`src/design/fods_pkg.sv`:
```
`timescale 1ns / 1ps
// ----------------------------------------------------------------------------
// fods_pkg
// Constants, types and register codes of the fourth-order diffusion stencil.
// ----------------------------------------------------------------------------
package fods_pkg;

    localparam int MAX_ROW_LENGTH = 1024;
    localparam int SAMPLE_BITS    = 16;
    localparam int ALPHA_BITS     = 16;
    localparam int LINE_ROWS      = 4;
    localparam int WIN            = 5;
    localparam int STENCIL_REACH  = 2;

    localparam int ADDR_BITS  = $clog2(MAX_ROW_LENGTH);
    localparam int LEN_BITS   = ADDR_BITS + 1;
    localparam int WIDTH_BITS  = 10;
    localparam int HEIGHT_BITS = 16;
    localparam int HALO_BITS   = 4;
    localparam int PLANE_BITS  = 16;
    localparam int ROW_BITS    = HEIGHT_BITS + 1;

    localparam int CFG_INDEX_BITS = 3;
    localparam int CFG_DATA_BITS  = 16;

    // Stencil sum needs 7 bits of growth (coefficient magnitudes add up to 64).
    localparam int ACC_BITS    = SAMPLE_BITS + 7;
    localparam int PROD_BITS   = ACC_BITS + ALPHA_BITS + 1;
    localparam int TOTAL_BITS  = PROD_BITS + 1;
    localparam int SCALED_BITS = TOTAL_BITS - ALPHA_BITS;

    localparam int FIFO_DEPTH    = 8;
    localparam int FIFO_PTR_BITS = $clog2(FIFO_DEPTH);
    localparam int FIFO_CNT_BITS = FIFO_PTR_BITS + 1;

    localparam logic [HALO_BITS-1:0]   HALO_MIN = HALO_BITS'(2);
    localparam logic [HALO_BITS-1:0]   HALO_MAX = HALO_BITS'(8);

    localparam logic [ALPHA_BITS-1:0]  RESET_WEIGHT_ALPHA    = '0;
    localparam logic [WIDTH_BITS-1:0]  RESET_INTERIOR_WIDTH  = WIDTH_BITS'(64);
    localparam logic [HEIGHT_BITS-1:0] RESET_INTERIOR_HEIGHT = HEIGHT_BITS'(64);
    localparam logic [HALO_BITS-1:0]   RESET_HALO_WIDTH      = HALO_BITS'(2);
    localparam logic [PLANE_BITS-1:0]  RESET_PLANE_COUNT     = PLANE_BITS'(1);

    localparam logic signed [TOTAL_BITS-1:0]  ROUND_HALF = TOTAL_BITS'(1) << (ALPHA_BITS - 1);
    localparam logic signed [SCALED_BITS-1:0] SCALED_MAX =
        SCALED_BITS'((1 << (SAMPLE_BITS - 1)) - 1);
    localparam logic signed [SCALED_BITS-1:0] SCALED_MIN =
        SCALED_BITS'(-(1 << (SAMPLE_BITS - 1)));

    typedef enum logic [CFG_INDEX_BITS-1:0] {
        CFG_WEIGHT_ALPHA    = 3'd0,
        CFG_INTERIOR_WIDTH  = 3'd1,
        CFG_INTERIOR_HEIGHT = 3'd2,
        CFG_HALO_WIDTH      = 3'd3,
        CFG_PLANE_COUNT     = 3'd4
    } t_cfg_index;

    typedef logic signed [SAMPLE_BITS-1:0] t_sample;
    typedef t_sample [WIN-1:0] t_taps;
    typedef t_taps [WIN-1:0] t_window;

    typedef struct packed {
        logic last_plane;
        logic last_volume;
    } t_tag;

    typedef struct packed {
        logic                 rd_en;
        logic [ADDR_BITS-1:0] rd_addr;
        logic                 wr_en;
        logic [ADDR_BITS-1:0] wr_addr;
    } t_line_ctrl;

    typedef struct packed {
        t_sample value;
        logic    saturated;
        logic    last_plane;
        logic    last_volume;
    } t_result;

    typedef struct packed {
        logic [LEN_BITS-1:0]   row_len;
        logic [LEN_BITS-1:0]   x_lo;
        logic [LEN_BITS-1:0]   x_hi;
        logic [LEN_BITS-1:0]   x_last;
        logic [ROW_BITS-1:0]   rows;
        logic [ROW_BITS-1:0]   y_lo;
        logic [ROW_BITS-1:0]   y_hi;
        logic [ROW_BITS-1:0]   y_last;
        logic [PLANE_BITS-1:0] planes;
    } t_geom;

endpackage

```
`src/design/fods_out_fifo.sv`:
```
`timescale 1ns / 1ps
// ----------------------------------------------------------------------------
// fods_out_fifo
// Small result queue that decouples the stencil pipeline from the sink.
// ----------------------------------------------------------------------------
module fods_out_fifo (
    input  logic              i_clk,
    input  logic              i_rst_n,
    input  logic              i_push,
    input  fods_pkg::t_result i_push_data,
    input  logic              i_pop,
    output logic              o_valid,
    output fods_pkg::t_result o_data
);
    import fods_pkg::*;

    t_result                  r_entries [FIFO_DEPTH];
    logic [FIFO_PTR_BITS-1:0] r_wr_ptr;
    logic [FIFO_PTR_BITS-1:0] r_rd_ptr;
    logic [FIFO_CNT_BITS-1:0] r_count;
    logic [FIFO_CNT_BITS-1:0] n_count;

    always_ff @(posedge i_clk) begin
        if (i_push) begin
            r_entries[r_wr_ptr] <= i_push_data;
        end
    end

    assign n_count = r_count + FIFO_CNT_BITS'(i_push) - FIFO_CNT_BITS'(i_pop);

    always_ff @(posedge i_clk) begin
        if (!i_rst_n) begin
            r_wr_ptr <= '0;
            r_rd_ptr <= '0;
            r_count  <= '0;
        end else begin
            if (i_push) begin
                r_wr_ptr <= r_wr_ptr + FIFO_PTR_BITS'(1);
            end
            if (i_pop) begin
                r_rd_ptr <= r_rd_ptr + FIFO_PTR_BITS'(1);
            end
            r_count <= n_count;
        end
    end

    assign o_valid = (r_count != '0);
    assign o_data  = r_entries[r_rd_ptr];

endmodule

```
`config.mk`:
```
export PLATFORM = sky130hd
export DESIGN_NAME = fods_out_fifo
export DESIGN_NICKNAME = d
export VERILOG_FILES = /design/src/design/fods_pkg.sv /design/src/design/fods_out_fifo.sv
export SDC_FILE = /design/constraint.sdc
export NUM_CORES = 1
export LEC_CHECK = 0
export BUFFER_PORTS_ARGS = -buffer_cell sky130_fd_sc_hd__buf_2
export CORE_MARGIN = 2
export CORE_UTILIZATION = 40
export DETAILED_ROUTE_END_ITERATION = 12
export SLEW_MARGIN = 20
export SYNTH_ARGS = -nofsm -noshare
export SYNTH_HDL_FRONTEND = slang
export SYNTH_SLANG_ARGS = --single-unit
```
`constraint.sdc`:
```
create_clock -name i_clk -period 2.8 [get_ports i_clk]
set_clock_uncertainty 0.2 [all_clocks]
set_input_delay 0.14 -clock i_clk [delete_from_list [all_inputs] [get_ports i_clk]]
set_output_delay 0.14 -clock i_clk [all_outputs]
set_load 0.02 [all_outputs]
```
; Yosys cells after proc, flatten, opt, wreduce, memory -nomap -nowiden
; Memory sizes are Yosys's and may differ from the RTL's. A register that Yosys moved wholly into a read port is not among the register bits.
; Cells that the tools add are included.
[op_classes]
n_addsub = 4
n_mux = 4
reduce_logical = 1
[ops]
columns = cell, n
row1 = "3-bit by 1-bit adder with 3-bit output, second input constant", 2
row2 = 3-bit two-way mux, 2
row3 = 4-bit by 1-bit adder with 4-bit output, 1
row4 = 4-bit nonzero test, 1
row5 = 4-bit by 1-bit subtractor with 4-bit output, 1
row6 = 1-bit two-way mux, 2
[word_totals]
regBits = 10
ram_bits = 152
inputBits = 23
out_inout_bits = 20
wordCells = 13
mem_count = 1
[mem_list]
columns = name, words, width, rd, rd_ports_with_merged_regs, write_ports, line
row1 = r_entries, 8, 19, 1, 1, 1, fods_out_fifo.sv:17  ; t_result r_entries [FIFO_DEPTH];

; Logic depth before layout (Yosys ltp)
[logic_depth]
word_depth = 3
depth_mapped = 8
depth_no_buf = 8

; Least setup slack after synthesis
; No wires, ideal clock.
[synth_path]
path_type = register to register
from = register r_wr_ptr[2]
to = memory r_entries[0][0] (netlist name) (enable)
setup_ps = 419
arrival_time_ps = 1830
required_ps = 2181
slack_ps = 351
stages_incl_launch_ff = 3
path_buffers = 0
synth_period_minus_slack_ps = 2449
path_cell_list = dfxtp_1 nand2b_1 nor3_1
[synth_rtl]
columns = element, line
row1 = "start, declared", fods_out_fifo.sv:18  ; logic [FIFO_PTR_BITS-1:0] r_wr_ptr;
row2 = "start signal, assigned", fods_out_fifo.sv:38  ; r_wr_ptr <= r_wr_ptr + FIFO_PTR_BITS'(1);
row3 = "end, declared", fods_out_fifo.sv:17
; No word-level cell before the write port.

==> qor.yml <==
met1_usage_pct: 17.74
antenna_found_initial: 0
grt_busiest_layer: "met2"
synthesis.nets: 317
core-area_um2: 15830
routed_via_density: 4.907
rows: 46
synth-seq-cells: 165
grt_pass1_vias: 3152
drc: 0
grt_overflow: 0
status: "finished, final reports clean"
rsz0062_at_grt: "no"
r2r_cells: 8
seq_area_frac_synth_pct: 74.82
detail_route.wl_per_cell_um: 18.81
setup_violations: 0
netlist_instances: 286
ant_nets: 0
placed_cells: 546
ir_drop_mv: 0.4227
ys_warn_count: 0
r2r_start: "r_count[0]$_SDFF_PN0_"
htree_levels: 4
nets: 402
drt-total-wl_um: 11280
routabilityCongestion: 0.6894
max_freq_mhz: 408.9
fin_crit_sh_pct: 87.33
holdPathEnd: "r_entries[6][15]$_DFFE_PP_"
hp-start: "i_push_data[15]"
use_met3_pct: 4.397
worst_path_max_delay_cell: "mux4_1"
post_cts_resized: 0
synth_area_per_cell_um2: 22.55
io_buffers: 42
synth_area_um2: 6449
arrival_ps: 2110
layout-drive-gt1-share_pct: 37.50
hold_path.class: "in2reg"
grt_max_degree: 39
maxSlewHeadroom_pct: 62.75
fin_area_um2: 7860
whs_path_depth: 2
path_class: "reg2out"
syn2layout_area_growth_pct: 21.89
ys_types: 25
period_needed_ps: 2445
cts_buffers: 17
grt_pass1_wl_um: 17570
start_util_pct: 40.74
stdcell_count: 600
dieArea_um2: 17150
start_kind: "flip-flop"
fin_tns_setup_ps: 0
r2r_slack_ps: 940
vias: 2944
post_cts_buffers: 0
postPlaceCellArea_um2: 6989
hold_buffers: 22
ios: 43
r2r_end: "r_count[2]$_SDFF_PN0_"
clock_latency_ps: 420
cts_max_path_buffers: 2
worst_pin_slew_ps: 558.8
finalCoreUtilization_pct: 49.66
cts_tree: "built"
cap_violations: 0
max_stage_delay_ps: 600
hold_viol_final: 0
crit_path_end_kind: "output pin"
cp_max_fo: 38
powerDensity_nw_per_um2: 758.4
required_ps: 2460
drt-initial-drc-count: 244
dp_hpwl_um: 6537
cp_cell_sequence: "buf_12 -> mux4_1 -> mux2_4 -> buf_2"
die_h_um: 131.0
first_pass_iters: 4
die_w_um: 131.0
grt.met2_usage_pct: 24.81
clock_sinks: 165
maxSlewViolCount: 0
power_leakage_uw: 0.002674
diodes: 0
track_usage_pct: 14.62
fillers: 1269
cts_root_buffer: "clkbuf_16"
clkTransAtPathRegs_ps: 60
## power breakdown
group	switching [uW]	total (uW)	internal [uW]
sequential	28.8	2810	2780
clock	944	2530	1590
combinational	315	623	308
## state kept, by name (all words and copies together), names as in the netlist, named ones only
| signal | cells |
|---|---|
| r_count | 4 |
| r_entries | 152 |
| r_rd_ptr | 3 |
| r_wr_ptr | 3 |
## stage by stage
step                      hold slack (ps)  power (uW)  setup WS [ps]
final                               319.0        5961          354.7
after detailed placement            211.8        3471          770.6
after CTS                           303.0        6018          301.7
after floorplan                     38.87        3289          350.9
after global placement              206.7        3446          786.2
after global routing                330.2        6179          244.8
## worst max-delay path, delay by kind of cell, from the launching register on
| kind | cells | cell delay, ps |
|---|---|---|
| buf+inv | 2 | 450 |
| mux | 2 | 880 |
| flops | 1 | 340 |
## cells in the mapped netlist, drive strengths merged
library cell | count | area share [%]
a21o | 1 | 0.12
a21oi | 1 | 0.078
and2 | 7 | 0.68
buf | 9 | 1.3
clkbuf | 2 | 0.12
dfxtp | 13 | 4.0
edfxtp | 152 | 71
fa | 1 | 0.31
ha | 7 | 1.4
inv | 7 | 0.41
mux2 | 19 | 4.4
mux2i | 3 | 0.47
mux4 | 38 | 14
nand2 | 5 | 0.29
nand2b | 4 | 0.39
nand3 | 1 | 0.078
nor2 | 6 | 0.35
nor2b | 3 | 0.29
nor3 | 2 | 0.16
xnor2 | 3 | 0.41
xor2 | 2 | 0.27
## layout make-up
class                   count  area, um^2  share of cell area (%)
repair buffers             77       553.0                   7.036
multi-input cells         103        1534                   19.52
flip-flops and latches    165        4826                   61.40
well taps                 216       270.3                   3.438
inverters                   7       26.28                  0.3343
clock inverters            15       225.2                   2.865
clock buffers              17       425.4                   5.412
## worst max-delay path by stage
stage | cells past startpoint | endpoint | from
after floorplan | 2 | r_entries[0][0]$_DFFE_PP_ | r_wr_ptr[2]$_SDFFE_PN0P_
after detailed placement | 4 | o_data[7] | flip-flop
after CTS | 4 | o_data[7] | flip-flop
final | 4 | o_data[0] | flip-flop
after global routing | 4 | o_data[0] | flip-flop
after global placement | 4 | o_data[7] | flip-flop
## cells in the final DEF (no fill, tap or decap), types with 2 or more instances in the layout
cell type / n
buf_4: 11
dfxtp_1: 12
bufinv_16: 5
nor2_2: 6
and2_1: 7
nor3_2: 2
edfxtp_1: 152
xnor2_1: 3
dlygate4sd3_1: 22
mux2i_1: 3
inv_1: 7
nand2b_1: 4
xor2_1: 2
nand2_1: 5
mux4_1: 9
clkinvlp_4: 4
mux4_2: 29
inv_6: 3
buf_2: 42
clkinv_2: 2
clkbuf_16: 17
mux2_4: 18
ha_1: 7
buf_12: 2
nor2b_1: 3
## cell families (layout without fill, tap and decap cells)
| family | after synthesis | after routing | synth area share (%) |
|---|---|---|---|
| flops | 165 | 165 | 74.82 |
| xor+xnor | 5 | 5 | 0.6792 |
| buf+inv | 18 | 116 | 1.785 |
| compound gates | 2 | 2 | 0.1940 |
| fa+ha+maj | 8 | 8 | 1.669 |
| mux | 60 | 60 | 18.63 |
| simple gates | 28 | 28 | 2.231 |
## routing by layer
metal / vias up / share of wire, % / wire length, um
li1: 1343 / - / -
met1: 1543 / 43 / 4809
met2: 44 / 53 / 5959
met3: 14 / 3.2 / 363
met4: 0 / 1.3 / 151
met5: - / 0 / 0
Note: power is estimated with default switching activity, not from simulation.
