**config.mk**
```make
export PLATFORM = sky130hd
export DESIGN_NAME = fods_stencil_arith
export DESIGN_NICKNAME = d
export VERILOG_FILES = /design/src/design/fods_pkg.sv /design/src/design/fods_stencil_arith.sv
export SDC_FILE = /design/constraint.sdc
export NUM_CORES = 1
export LEC_CHECK = 0
export ABC_CLOCK_PERIOD_IN_PS = 17600
export BUFFER_PORTS_ARGS = -buffer_cell sky130_fd_sc_hd__buf_4
export CAP_MARGIN = 10
export CORE_UTILIZATION = 60
export CTS_BUF_LIST = sky130_fd_sc_hd__clkbuf_4
export DETAILED_ROUTE_END_ITERATION = 10
export PLACE_DENSITY = 0.86
export SLEW_MARGIN = 20
export SYNTH_ARGS = -nofsm -noshare
export SYNTH_HDL_FRONTEND = slang
export SYNTH_SLANG_ARGS = --single-unit
```
**constraint.sdc**
```tcl
create_clock -name i_clk -period 17.6 [get_ports i_clk]
set_input_delay 0 -clock i_clk [delete_from_list [all_inputs] [get_ports i_clk]]
set_output_delay 0 -clock i_clk [all_outputs]
set_load 0.02 [all_outputs]
```
**src/design/fods_pkg.sv**
```systemverilog
`timescale 1ns / 1ps
// ----------------------------------------------------------------------------
// fods_pkg
// Constants, types and register codes of the fourth-order diffusion stencil.
// ----------------------------------------------------------------------------
package fods_pkg;

    localparam int MAX_ROW_LENGTH = 1024;
    localparam int SAMPLE_BITS    = 16;
    localparam int ALPHA_BITS     = 16;
    localparam int LINE_ROWS      = 4;
    localparam int WIN            = 5;
    localparam int STENCIL_REACH  = 2;

    localparam int ADDR_BITS  = $clog2(MAX_ROW_LENGTH);
    localparam int LEN_BITS   = ADDR_BITS + 1;
    localparam int WIDTH_BITS  = 10;
    localparam int HEIGHT_BITS = 16;
    localparam int HALO_BITS   = 4;
    localparam int PLANE_BITS  = 16;
    localparam int ROW_BITS    = HEIGHT_BITS + 1;

    localparam int CFG_INDEX_BITS = 3;
    localparam int CFG_DATA_BITS  = 16;

    // Stencil sum needs 7 bits of growth (coefficient magnitudes add up to 64).
    localparam int ACC_BITS    = SAMPLE_BITS + 7;
    localparam int PROD_BITS   = ACC_BITS + ALPHA_BITS + 1;
    localparam int TOTAL_BITS  = PROD_BITS + 1;
    localparam int SCALED_BITS = TOTAL_BITS - ALPHA_BITS;

    localparam int FIFO_DEPTH    = 8;
    localparam int FIFO_PTR_BITS = $clog2(FIFO_DEPTH);
    localparam int FIFO_CNT_BITS = FIFO_PTR_BITS + 1;

    localparam logic [HALO_BITS-1:0]   HALO_MIN = HALO_BITS'(2);
    localparam logic [HALO_BITS-1:0]   HALO_MAX = HALO_BITS'(8);

    localparam logic [ALPHA_BITS-1:0]  RESET_WEIGHT_ALPHA    = '0;
    localparam logic [WIDTH_BITS-1:0]  RESET_INTERIOR_WIDTH  = WIDTH_BITS'(64);
    localparam logic [HEIGHT_BITS-1:0] RESET_INTERIOR_HEIGHT = HEIGHT_BITS'(64);
    localparam logic [HALO_BITS-1:0]   RESET_HALO_WIDTH      = HALO_BITS'(2);
    localparam logic [PLANE_BITS-1:0]  RESET_PLANE_COUNT     = PLANE_BITS'(1);

    localparam logic signed [TOTAL_BITS-1:0]  ROUND_HALF = TOTAL_BITS'(1) << (ALPHA_BITS - 1);
    localparam logic signed [SCALED_BITS-1:0] SCALED_MAX =
        SCALED_BITS'((1 << (SAMPLE_BITS - 1)) - 1);
    localparam logic signed [SCALED_BITS-1:0] SCALED_MIN =
        SCALED_BITS'(-(1 << (SAMPLE_BITS - 1)));

    typedef enum logic [CFG_INDEX_BITS-1:0] {
        CFG_WEIGHT_ALPHA    = 3'd0,
        CFG_INTERIOR_WIDTH  = 3'd1,
        CFG_INTERIOR_HEIGHT = 3'd2,
        CFG_HALO_WIDTH      = 3'd3,
        CFG_PLANE_COUNT     = 3'd4
    } t_cfg_index;

    typedef logic signed [SAMPLE_BITS-1:0] t_sample;
    typedef t_sample [WIN-1:0] t_taps;
    typedef t_taps [WIN-1:0] t_window;

    typedef struct packed {
        logic last_plane;
        logic last_volume;
    } t_tag;

    typedef struct packed {
        logic                 rd_en;
        logic [ADDR_BITS-1:0] rd_addr;
        logic                 wr_en;
        logic [ADDR_BITS-1:0] wr_addr;
    } t_line_ctrl;

    typedef struct packed {
        t_sample value;
        logic    saturated;
        logic    last_plane;
        logic    last_volume;
    } t_result;

    typedef struct packed {
        logic [LEN_BITS-1:0]   row_len;
        logic [LEN_BITS-1:0]   x_lo;
        logic [LEN_BITS-1:0]   x_hi;
        logic [LEN_BITS-1:0]   x_last;
        logic [ROW_BITS-1:0]   rows;
        logic [ROW_BITS-1:0]   y_lo;
        logic [ROW_BITS-1:0]   y_hi;
        logic [ROW_BITS-1:0]   y_last;
        logic [PLANE_BITS-1:0] planes;
    } t_geom;

endpackage

```
**src/design/fods_stencil_arith.sv**
```systemverilog
`timescale 1ns / 1ps
// ----------------------------------------------------------------------------
// fods_stencil_arith
// Thirteen-point weighted sum, scaling by the weight, rounding and clipping.
// ----------------------------------------------------------------------------
module fods_stencil_arith (
    input  logic                            i_clk,
    input  logic                            i_rst_n,
    input  logic                            i_valid,
    input  fods_pkg::t_tag                  i_tag,
    input  fods_pkg::t_window               i_window,
    input  logic [fods_pkg::ALPHA_BITS-1:0] i_alpha,
    output logic                            o_valid,
    output fods_pkg::t_result               o_result
);
    import fods_pkg::*;

    logic signed [ACC_BITS-1:0]    n_ctr;
    logic signed [ACC_BITS-1:0]    n_direct;
    logic signed [ACC_BITS-1:0]    n_diag;
    logic signed [ACC_BITS-1:0]    n_far;
    logic signed [ACC_BITS-1:0]    n_acc;
    logic signed [PROD_BITS-1:0]   n_prod;
    logic signed [TOTAL_BITS-1:0]  n_total;
    logic signed [SCALED_BITS-1:0] n_scaled;

    logic                          r_acc_valid;
    t_tag                          r_acc_tag;
    logic signed [ACC_BITS-1:0]    r_acc;
    t_sample                       r_acc_ctr;
    logic                          r_prod_valid;
    t_tag                          r_prod_tag;
    logic signed [PROD_BITS-1:0]   r_prod;
    t_sample                       r_prod_ctr;

    function automatic logic signed [ACC_BITS-1:0] widen(input t_sample v);
        return ACC_BITS'($signed(v));
    endfunction

    always_comb begin
        n_ctr    = widen(i_window[2][2]);
        n_direct = widen(i_window[2][1]) + widen(i_window[2][3])
                 + widen(i_window[1][2]) + widen(i_window[3][2]);
        n_diag   = widen(i_window[1][1]) + widen(i_window[1][3])
                 + widen(i_window[3][1]) + widen(i_window[3][3]);
        n_far    = widen(i_window[2][0]) + widen(i_window[2][4])
                 + widen(i_window[0][2]) + widen(i_window[4][2]);
        // -20c + 8*direct - 2*diag - far, built from shifts.
        n_acc    = (n_direct <<< 3) - (n_ctr <<< 4) - (n_ctr <<< 2)
                 - (n_diag <<< 1) - n_far;
    end

    assign n_prod = r_acc * $signed({1'b0, i_alpha});

    always_comb begin
        n_total  = (TOTAL_BITS'($signed(r_prod_ctr)) <<< ALPHA_BITS)
                 + TOTAL_BITS'(r_prod) + ROUND_HALF;
        // Arithmetic right shift gives the floor of the quotient.
        n_scaled = n_total[TOTAL_BITS-1:ALPHA_BITS];
        o_result.last_plane  = r_prod_tag.last_plane;
        o_result.last_volume = r_prod_tag.last_volume;
        if (n_scaled > SCALED_MAX) begin
            o_result.value     = SCALED_MAX[SAMPLE_BITS-1:0];
            o_result.saturated = 1'b1;
        end else if (n_scaled < SCALED_MIN) begin
            o_result.value     = SCALED_MIN[SAMPLE_BITS-1:0];
            o_result.saturated = 1'b1;
        end else begin
            o_result.value     = n_scaled[SAMPLE_BITS-1:0];
            o_result.saturated = 1'b0;
        end
    end

    always_ff @(posedge i_clk) begin
        if (!i_rst_n) begin
            r_acc_valid  <= 1'b0;
            r_prod_valid <= 1'b0;
        end else begin
            r_acc_valid  <= i_valid;
            r_prod_valid <= r_acc_valid;
        end
    end

    always_ff @(posedge i_clk) begin
        r_acc_tag  <= i_tag;
        r_acc      <= n_acc;
        r_acc_ctr  <= i_window[2][2];
        r_prod_tag <= r_acc_tag;
        r_prod     <= n_prod;
        r_prod_ctr <= r_acc_ctr;
    end

    assign o_valid = r_prod_valid;

endmodule

```
Word level (Yosys, flattened, before mapping)

Cells that the tools add are included.

Add/sub/neg operators: 15
Magnitude comparators: 2
Multiply operators: 1
Muxes and demuxes: 2

Operators by type and width:

| kind                                                                    | count |
|---|---|
| 18-bit by 16-bit adder with 19-bit output                               | 3 |
| 17-bit by 16-bit adder with 18-bit output                               | 3 |
| 16-bit by 16-bit adder with 17-bit output                               | 3 |
| 32-bit by 40-bit adder with 41-bit output                               | 1 |
| 41-bit by 17-bit adder with 41-bit output (second input constant)       | 1 |
| 23-bit by 17-bit multiplier with 40-bit output                          | 1 |
| 17-bit two-way mux                                                      | 2 |
| 25-bit by 16-bit > comparator with 1-bit output (second input constant) | 1 |
| 25-bit by 16-bit < comparator with 1-bit output (second input constant) | 1 |
| 22-bit by 20-bit subtractor with 23-bit output                          | 1 |
| 23-bit by 18-bit subtractor with 23-bit output                          | 1 |
| 23-bit by 19-bit subtractor with 23-bit output                          | 1 |
| 23-bit by 20-bit subtractor with 23-bit output                          | 1 |

Input bits: 421
Output and inout port bits: 20
Register bits: 101
Word-level logic and storage cells: 30

Depth between registers and ports, before layout

Gate-level depths: netlist of run 1.

Depth in word-level cells: 7
Mapped depth: 31

Worst setup path after synthesis of run 1

OpenSTA, ideal clock, no wires.

Path kind: input port to flip-flop
Start: input i_window[97] in the netlist's numbering
End: register r_acc[22]
Slack: 11020 ps
Stages: 30
Path buffers: 0
Arrival: 6459 ps
Library setup time: 121 ps
Cell sequence: inv_1 > fa_1 > fa_1 > inv_1 > ha_1 > inv_1 > fa_1 > nor2b_1 > o21ai_1 > a21boi_1 > o21ai_1 > a21oi_1 > a41o_1 > o41a_1 > and2_1 > o21ai_0 > a221oi_1 > fa_1 > inv_1 > fa_1 > fa_1 > inv_1 > fa_1 > inv_1 > ha_1 > and3_1 > a221o_1 > a211oi_1 > a21oi_1 > xnor2_1

Cells in the longest elaborated chain, start to end: 5

Ends and longest elaborated chain:

| element                                        | RTL line                 | source |
|---|---|---|
| from (decl)                                    | fods_stencil_arith.sv:11 | `input fods_pkg::t_window i_window,` |
| 16-bit by 16-bit adder with 17-bit output      | fods_stencil_arith.sv:44 | `n_diag = widen(i_window[1][1]) + widen(i_window[1][3])` |
| 17-bit by 16-bit adder with 18-bit output      | fods_stencil_arith.sv:45 | `+ widen(i_window[3][1]) + widen(i_window[3][3]);` |
| 18-bit by 16-bit adder with 19-bit output      | fods_stencil_arith.sv:45 |  |
| 23-bit by 20-bit subtractor with 23-bit output | fods_stencil_arith.sv:50 | `- (n_diag <<< 1) - n_far;` |
| 23-bit by 19-bit subtractor with 23-bit output | fods_stencil_arith.sv:50 |  |
| via n_acc[22]                                  | fods_stencil_arith.sv:22 | `logic signed [ACC_BITS-1:0] n_acc;` |
| to (signal assigned)                           | fods_stencil_arith.sv:86 | `r_acc <= n_acc;` |
| to (decl)                                      | fods_stencil_arith.sv:29 | `logic signed [ACC_BITS-1:0] r_acc;` |

The timed path passes the listed nets, and every way through them passes these cells.
A chain may end at the register's enable or synchronous reset.

Final worst setup path of run 1

Ends and elaborated chain as after synthesis.

==> metrics.txt, run 1 <==
gpl congestion a little over 0.9; R2R setup slack about 10 ns; Final period util roughly two fifths; critical path class in -> reg; CTS tree built; Max clock buf depth 2; post-cts resize count 0; Main synth FF type dfxtp_1; Post-synth EDFFs 0; # rows 70; worst path required time about 18 ns; crit path capture r_acc[22]$_DFF_P_; Worst Max-Slew Pin Slew a little over 1 ns; post-synthesis sequential area ratio 7.638%; largest net degree at the start of global routing 24; CTS H-tree depth 3; worst path bufs/invs 7; MaxCap Viol Count 0; grt ovf 0; family with the most delay on the worst path adder cells; DR vias 16990; CP most frequent cell fa_1; CP Launch Type input pin; cts bufs inserted 9; P&R area growth vs syn 11.48%; vias in the first global route a little under 20000; Synthesized Nets 3566; initial DRC count ~950; core area 36790 um^2; # clock sinks 86; dpl hpwl about 46000 um; Slew headroom roughly a third; final hold vios 0; fmax approximately 140 MHz; via density per instance 5.449; Crit path depth 31; die area roughly 38000 um^2; max-slew violation count 0; Clock Tree Root clkbuf_4; Min Clock Period, post-route approximately 7.4 ns; # IOs ~440; Cells after Synth between 2000 and 2500; final WL 54220 um; clock latency on the worst-skew pair about 0.45 ns; RSZ-0062 raised after global routing no; Total GRT Usage a little under a third; IO Port Bufs 248; sum of negative setup slack 0 ns; Syn Std Cell Area roughly 23000 um^2; DRC 0; TritonRoute pass-1 iters 7; final setup fails 0; initial antenna violation count 1; synth unique cells 63; async set-reset flop share out of synthesis 0%; die height 195.8 um; Initial Util 61.28%; clk slew on worst S/H paths 0.14 ns; share of layout cells above drive strength 1 10.12%; RR Endpoint r_prod[28]$_DFF_P_; slowest stage cell, crit path fa_1; Worst Setup SP i_window[97]; synth top area cells fa_1 (48%), inv_1 (11%), ha_1 (10%); crit path DAT slightly below 8 ns; final net count ~3800; setup bufs post-CTS 0; path depth of the worst reg2reg path 21; first-pass GRT wire length ~92000 um; Die W a little under 200 um; Synth top area share approximately 48%; CP Max Fanout 4; cell taking the most area after synthesis fa_1; worst hold path class in -> reg; CP Capture Type flop; clk_skew between 0.015 and 0.02 ns; status finished clean; Ys Warns 0; Synth Area per Inst slightly above 9 um^2; hold_buf cts 23; wire per inst around 17 um; Reg2Reg Launch Point r_acc[5]$_DFF_P_; register bit total from synthesis 86; post-route ant nets 0; CP peak stage delay ~0.56 ns
==> cell usage in the layout (no fill, tap or decap), types with 20 or more instances in the layout <==
master and n:
fa_1 536, inv_1 653, a21oi_1 65, xor2_1 29, dfxtp_1 86, o21ai_1 32, and2_1 151, nor2_1 61
nor3_1 25, ha_1 187, a21o_1 25, o21ai_0 20, dlygate4sd3_1 23, nand2_1 264, buf_4 248, xnor2_1 61
==> kinds of logic after synthesis <==
| kind of cell | synth area share, % |
|---|---|
| AO/OA/AOI/OAI | 6.700 |
| flip-flops | 7.638 |
| adder cells (fa/ha/maj) | 57.98 |
| AND/OR/NAND/NOR | 12.28 |
| buffers and inverters | 11.91 |
| XOR/XNOR | 3.497 |
==> per-stage QoR <==
step           instances  cell area (um^2)  setup WS (ns)  utilization, %  hold slack, ns
6_report            3118             25130          10.25           68.31          0.1473
5_1_grt             3118             25130          9.847           68.31          0.1282
3_3_place_gp        3078             24760          10.11           67.30          0.1051
3_5_place_dp        3078             24760          9.863           67.30          0.1057
4_1_cts             3117             25130          10.34           68.31          0.1057
2_1_floorplan       2422             22540          11.02               -         0.02772
==> area by class of cell <==
class / instances / area (um^2)
multi-input cells: 1623 / 18140
fillers: 2679 / 11660
inverters: 653 / 2451
repair buffers: 271 / 2092
flip-flops and latches: 86 / 1722
well taps: 468 / 585.6
clock inverters: 7 / 72.57
clock buffers: 9 / 67.56
diodes: 1 / 2.502
==> Yosys cell counts, types with 5 or more instances <==
master	n
a211oi_1	12
a21boi_1	5
a21o_1	25
a21oi_1	65
and2_1	151
and3_1	10
clkbuf_1	56
dfxtp_1	86
fa_1	536
ha_1	187
inv_1	653
nand2_1	264
nand2b_1	12
nand3_1	18
nand4_1	5
nor2_1	61
nor2b_1	9
nor3_1	25
o211ai_1	7
o21a_1	16
o21ai_0	20
o21ai_1	32
o21bai_1	6
or3_1	6
xnor2_1	61
xor2_1	29
==> worst register-to-register path, cell delays in order, from the launching register on <==
cell and delay [ns]:
dfxtp_1 0.86, nand2_1 0.18, fa_1 0.57, inv_1 0.06
fa_1 0.55, inv_1 0.06, fa_1 0.47, fa_1 0.50
inv_1 0.05, fa_1 0.50, fa_1 0.49, ha_1 0.32
a21o_1 0.17, a211oi_2 0.24, o2bb2ai_1 0.29, nor3_1 0.14
o311a_1 0.36, o2111a_1 0.30, o221a_1 0.27, o41a_1 0.37
a21oi_2 0.18, xnor2_1 0.14
==> worst min path at each step <==
| stage | from | endpoint | slack (ns) | cells after the start |
|---|---|---|---|---|
| after floorplan | i_window[192] | r_acc_ctr[0]$_DFF_P_ | 0.03 | 0 |
| after CTS | i_window[224] | r_acc[0]$_DFF_P_ | 0.11 | 5 |
| after detailed placement | i_tag[1] | r_acc_tag[1]$_DFF_P_ | 0.11 | 1 |
| final | i_window[224] | r_acc[0]$_DFF_P_ | 0.15 | 5 |
| after global placement | i_tag[1] | r_acc_tag[1]$_DFF_P_ | 0.11 | 1 |
| after global routing | i_window[224] | r_acc[0]$_DFF_P_ | 0.13 | 5 |
==> state kept, by name (all words and copies together), names as in the netlist <==
signal / count
r_acc: 23
r_acc_ctr: 16
r_acc_tag: 2
r_prod: 25
o_result: 2
r_acc_valid: 1
r_prod_ctr: 16
o_valid: 1
==> layer usage <==
metal	vias to the layer above	wire length [um]	GRT usage (%)
met2	772	27350	54.70
met1	8445	19390	34.84
met4	2	2261	12.73
met5	-	105	2.043
li1	7623	-	-
met3	148	5117	7.873
Power of run 1 is left out: the tool's default activity adds up to more than one toggle a clock period on the data nets, which glitch-free logic cannot reach.
==> run 2, diff against run 1 <==
--- a/config.mk
+++ b/config.mk
@@ -5,13 +5,13 @@
 export SDC_FILE = /design/constraint.sdc
 export NUM_CORES = 1
 export LEC_CHECK = 0
-export ABC_CLOCK_PERIOD_IN_PS = 17600
+export ABC_CLOCK_PERIOD_IN_PS = 6600
 export BUFFER_PORTS_ARGS = -buffer_cell sky130_fd_sc_hd__buf_4
 export CAP_MARGIN = 10
-export CORE_UTILIZATION = 60
+export CORE_UTILIZATION = 53
 export CTS_BUF_LIST = sky130_fd_sc_hd__clkbuf_4
 export DETAILED_ROUTE_END_ITERATION = 10
-export PLACE_DENSITY = 0.86
+export PLACE_DENSITY = 0.8
 export SLEW_MARGIN = 20
 export SYNTH_ARGS = -nofsm -noshare
 export SYNTH_HDL_FRONTEND = slang
==> constraint.sdc (replaced) <==
create_clock -name i_clk -period 6.6 [get_ports i_clk]
set_input_delay 0 -clock i_clk [delete_from_list [all_inputs] [get_ports i_clk]]
set_output_delay 0 -clock i_clk [all_outputs]
set_load 0.02 [all_outputs]
==> metrics.txt, run 2 (synthesis results as in run 1) <==
status finished clean; IO Port Bufs about 250; die height 208.2 um; Top reg by flops r_prod; CP Max Fanout 3; core area 41950 um^2; WHS Path Cells 5; min-delay src i_window[224]; clock latency on the worst-skew pair 0.49 ns; Max clock buf depth 2; Clock Tree Root clkbuf_4; CTS H-tree depth 3; share of layout cells above drive strength 1 between 10% and 20%; largest net degree at the start of global routing 24; Slew headroom between 20 and 30%; critical path class reg -> reg; MaxCap Viol Count 0; Worst Max-Slew Pin Slew roughly 1.1 ns; worst hold path class in -> reg; Initial Util between 50% and 60%; RR Endpoint r_prod[28]$_DFF_P_; TritonRoute pass-1 iters 5; most frequent cells in the layout inv_1 (650), fa_1 (535), buf_4 (325); clk_skew between 0.01 and 0.015 ns; GRT met1 Usage approximately a third; dpl hpwl ~48000 um; # clock sinks 86; worst path required time roughly 7.0 ns; most common cell after layout, fill and taps aside inv_1; Reg2Reg Launch Point r_acc[5]$_DFF_P_; P&R area growth vs syn 15.17%; met3 Use GR around 6.8%; RSZ-0062 raised after global routing yes; gpl congestion about 0.94; final hold vios 0; Util after Layout a little over 60%; worst path bufs/invs 3; crit-path cells nand2_1 > fa_1 > inv_1 > fa_1 > inv_1 > fa_1 > fa_1 > inv_1 > fa_1 > fa_1 > ha_1 > a21o_1 > a211oi_4 > o211a_4 > nor3_2 > o311a_1 > o2111a_1 > o221a_1 > o41a_1 > a21oi_2 > xnor2_1; final instance area between 20000 and 30000 um^2; DRC 0; path depth of the worst reg2reg path 21; final net count between 3000 and 4000; DR vias about 17000; max-slew violation count 0; clk slew on worst S/H paths 0.13 ns; post-route ant nets 0; grt ovf 0; final setup fails 0; die area 43360 um^2; Worst Setup SP r_acc[5]$_DFF_P_; CP peak stage delay between 0.5 and 0.6 ns; # rows 75; GRT Max-Usage Layer met2; slowest stage cell, crit path fa_1; Largest register FFs 25; final WL 54280 um; largest registers r_prod: 25 flops, r_acc: 23 flops; CTS tree built; met2 Use GR between 40 and 50%; CP most frequent cell fa_1; Total GRT Usage between 20 and 30%; wire per inst 16.61 um; # IOs between 400 and 500; Die W 208.2 um; Hold Path Sink r_acc[0]$_DFF_P_; Min Clock Period, post-route between 6 and 7 ns; initial antenna violation count 1; via density per instance between 5 and 6; fmax 155.6 MHz; crit path DAT around 7 ns; CP Capture Type flop; vias in the first global route between 15000 and 20000; cts bufs inserted 9; CP Launch Type flop; first-pass GRT wire length between 90000 and 100000 um; Final period util 97.39%; initial DRC count around 860; family with the most delay on the worst path adder cells; R2R setup slack 0.17 ns; placed instance area about 25000 um^2
[run 2: timing repair]
item / CTS / global route
setup endpoints to repair: 0 / 17
buffers inserted: 0 / 4
hold endpoints to repair: 23 / 0
gates resized for setup: 0 / 48
hold buffers: 23 / 0
[run 2: how the worst max path moves through the flow]
stage,slack [ns],cells after the start,endpoint
final,0.17,21,r_prod[28]$_DFF_P_
after detailed placement,-0.48,31,r_acc[22]$_DFF_P_
after floorplan,0.02,30,r_acc[22]$_DFF_P_
after CTS,0.07,21,r_prod[28]$_DFF_P_
after global routing,-0.006,31,r_acc[19]$_DFF_P_
after global placement,-0.38,31,r_acc[22]$_DFF_P_
[run 2: worst register-to-register path: stages (launching register included)]
cell	delay, ns
dfxtp_2	0.38
nand2_1	0.08
fa_1	0.54
inv_1	0.06
fa_1	0.52
inv_1	0.05
fa_1	0.48
fa_1	0.50
inv_1	0.05
fa_1	0.46
fa_1	0.49
ha_1	0.31
a21o_1	0.20
a211oi_4	0.27
o211a_4	0.24
nor3_2	0.06
o311a_1	0.40
o2111a_1	0.28
o221a_1	0.27
o41a_1	0.43
a21oi_2	0.17
xnor2_1	0.13
[run 2: final cells by class]
cell class / instances / area [um^2]
multi-input cells: 1623 / 18260
diodes: 1 / 2.502
fillers: 3294 / 15990
inverters: 653 / 2451
flip-flops and latches: 86 / 1750
well taps: 539 / 674.4
clock inverters: 7 / 47.55
clock buffers: 9 / 67.56
repair buffers: 350 / 2710
[run 2: metrics by stage]
step	setup TNS, ns	worst slack, ns	hold WS [ns]	std cells
2_1_floorplan	0	0.02035	0.02772	2422
3_3_place_gp	-1.544	-0.3767	0.1062	3224
3_5_place_dp	-2.452	-0.4849	0.1086	3224
4_1_cts	0	0.07039	0.06128	3263
5_1_grt	-0.008534	-0.006163	0.1100	3268
6_report	0	0.1720	0.1091	3268
[run 2: layer usage]
| layer | share of wire (%) | vias up | routed length (um) |
|---|---|---|---|
| li1 | - | 7795 | - |
| met3 | 8.6 | 112 | 4679 |
| met5 | 0 | - | 0 |
| met2 | 50 | 692 | 27280 |
| met1 | 38 | 8450 | 20770 |
| met4 | 2.9 | 0 | 1551 |
Power of run 2 is left out for the same reason.
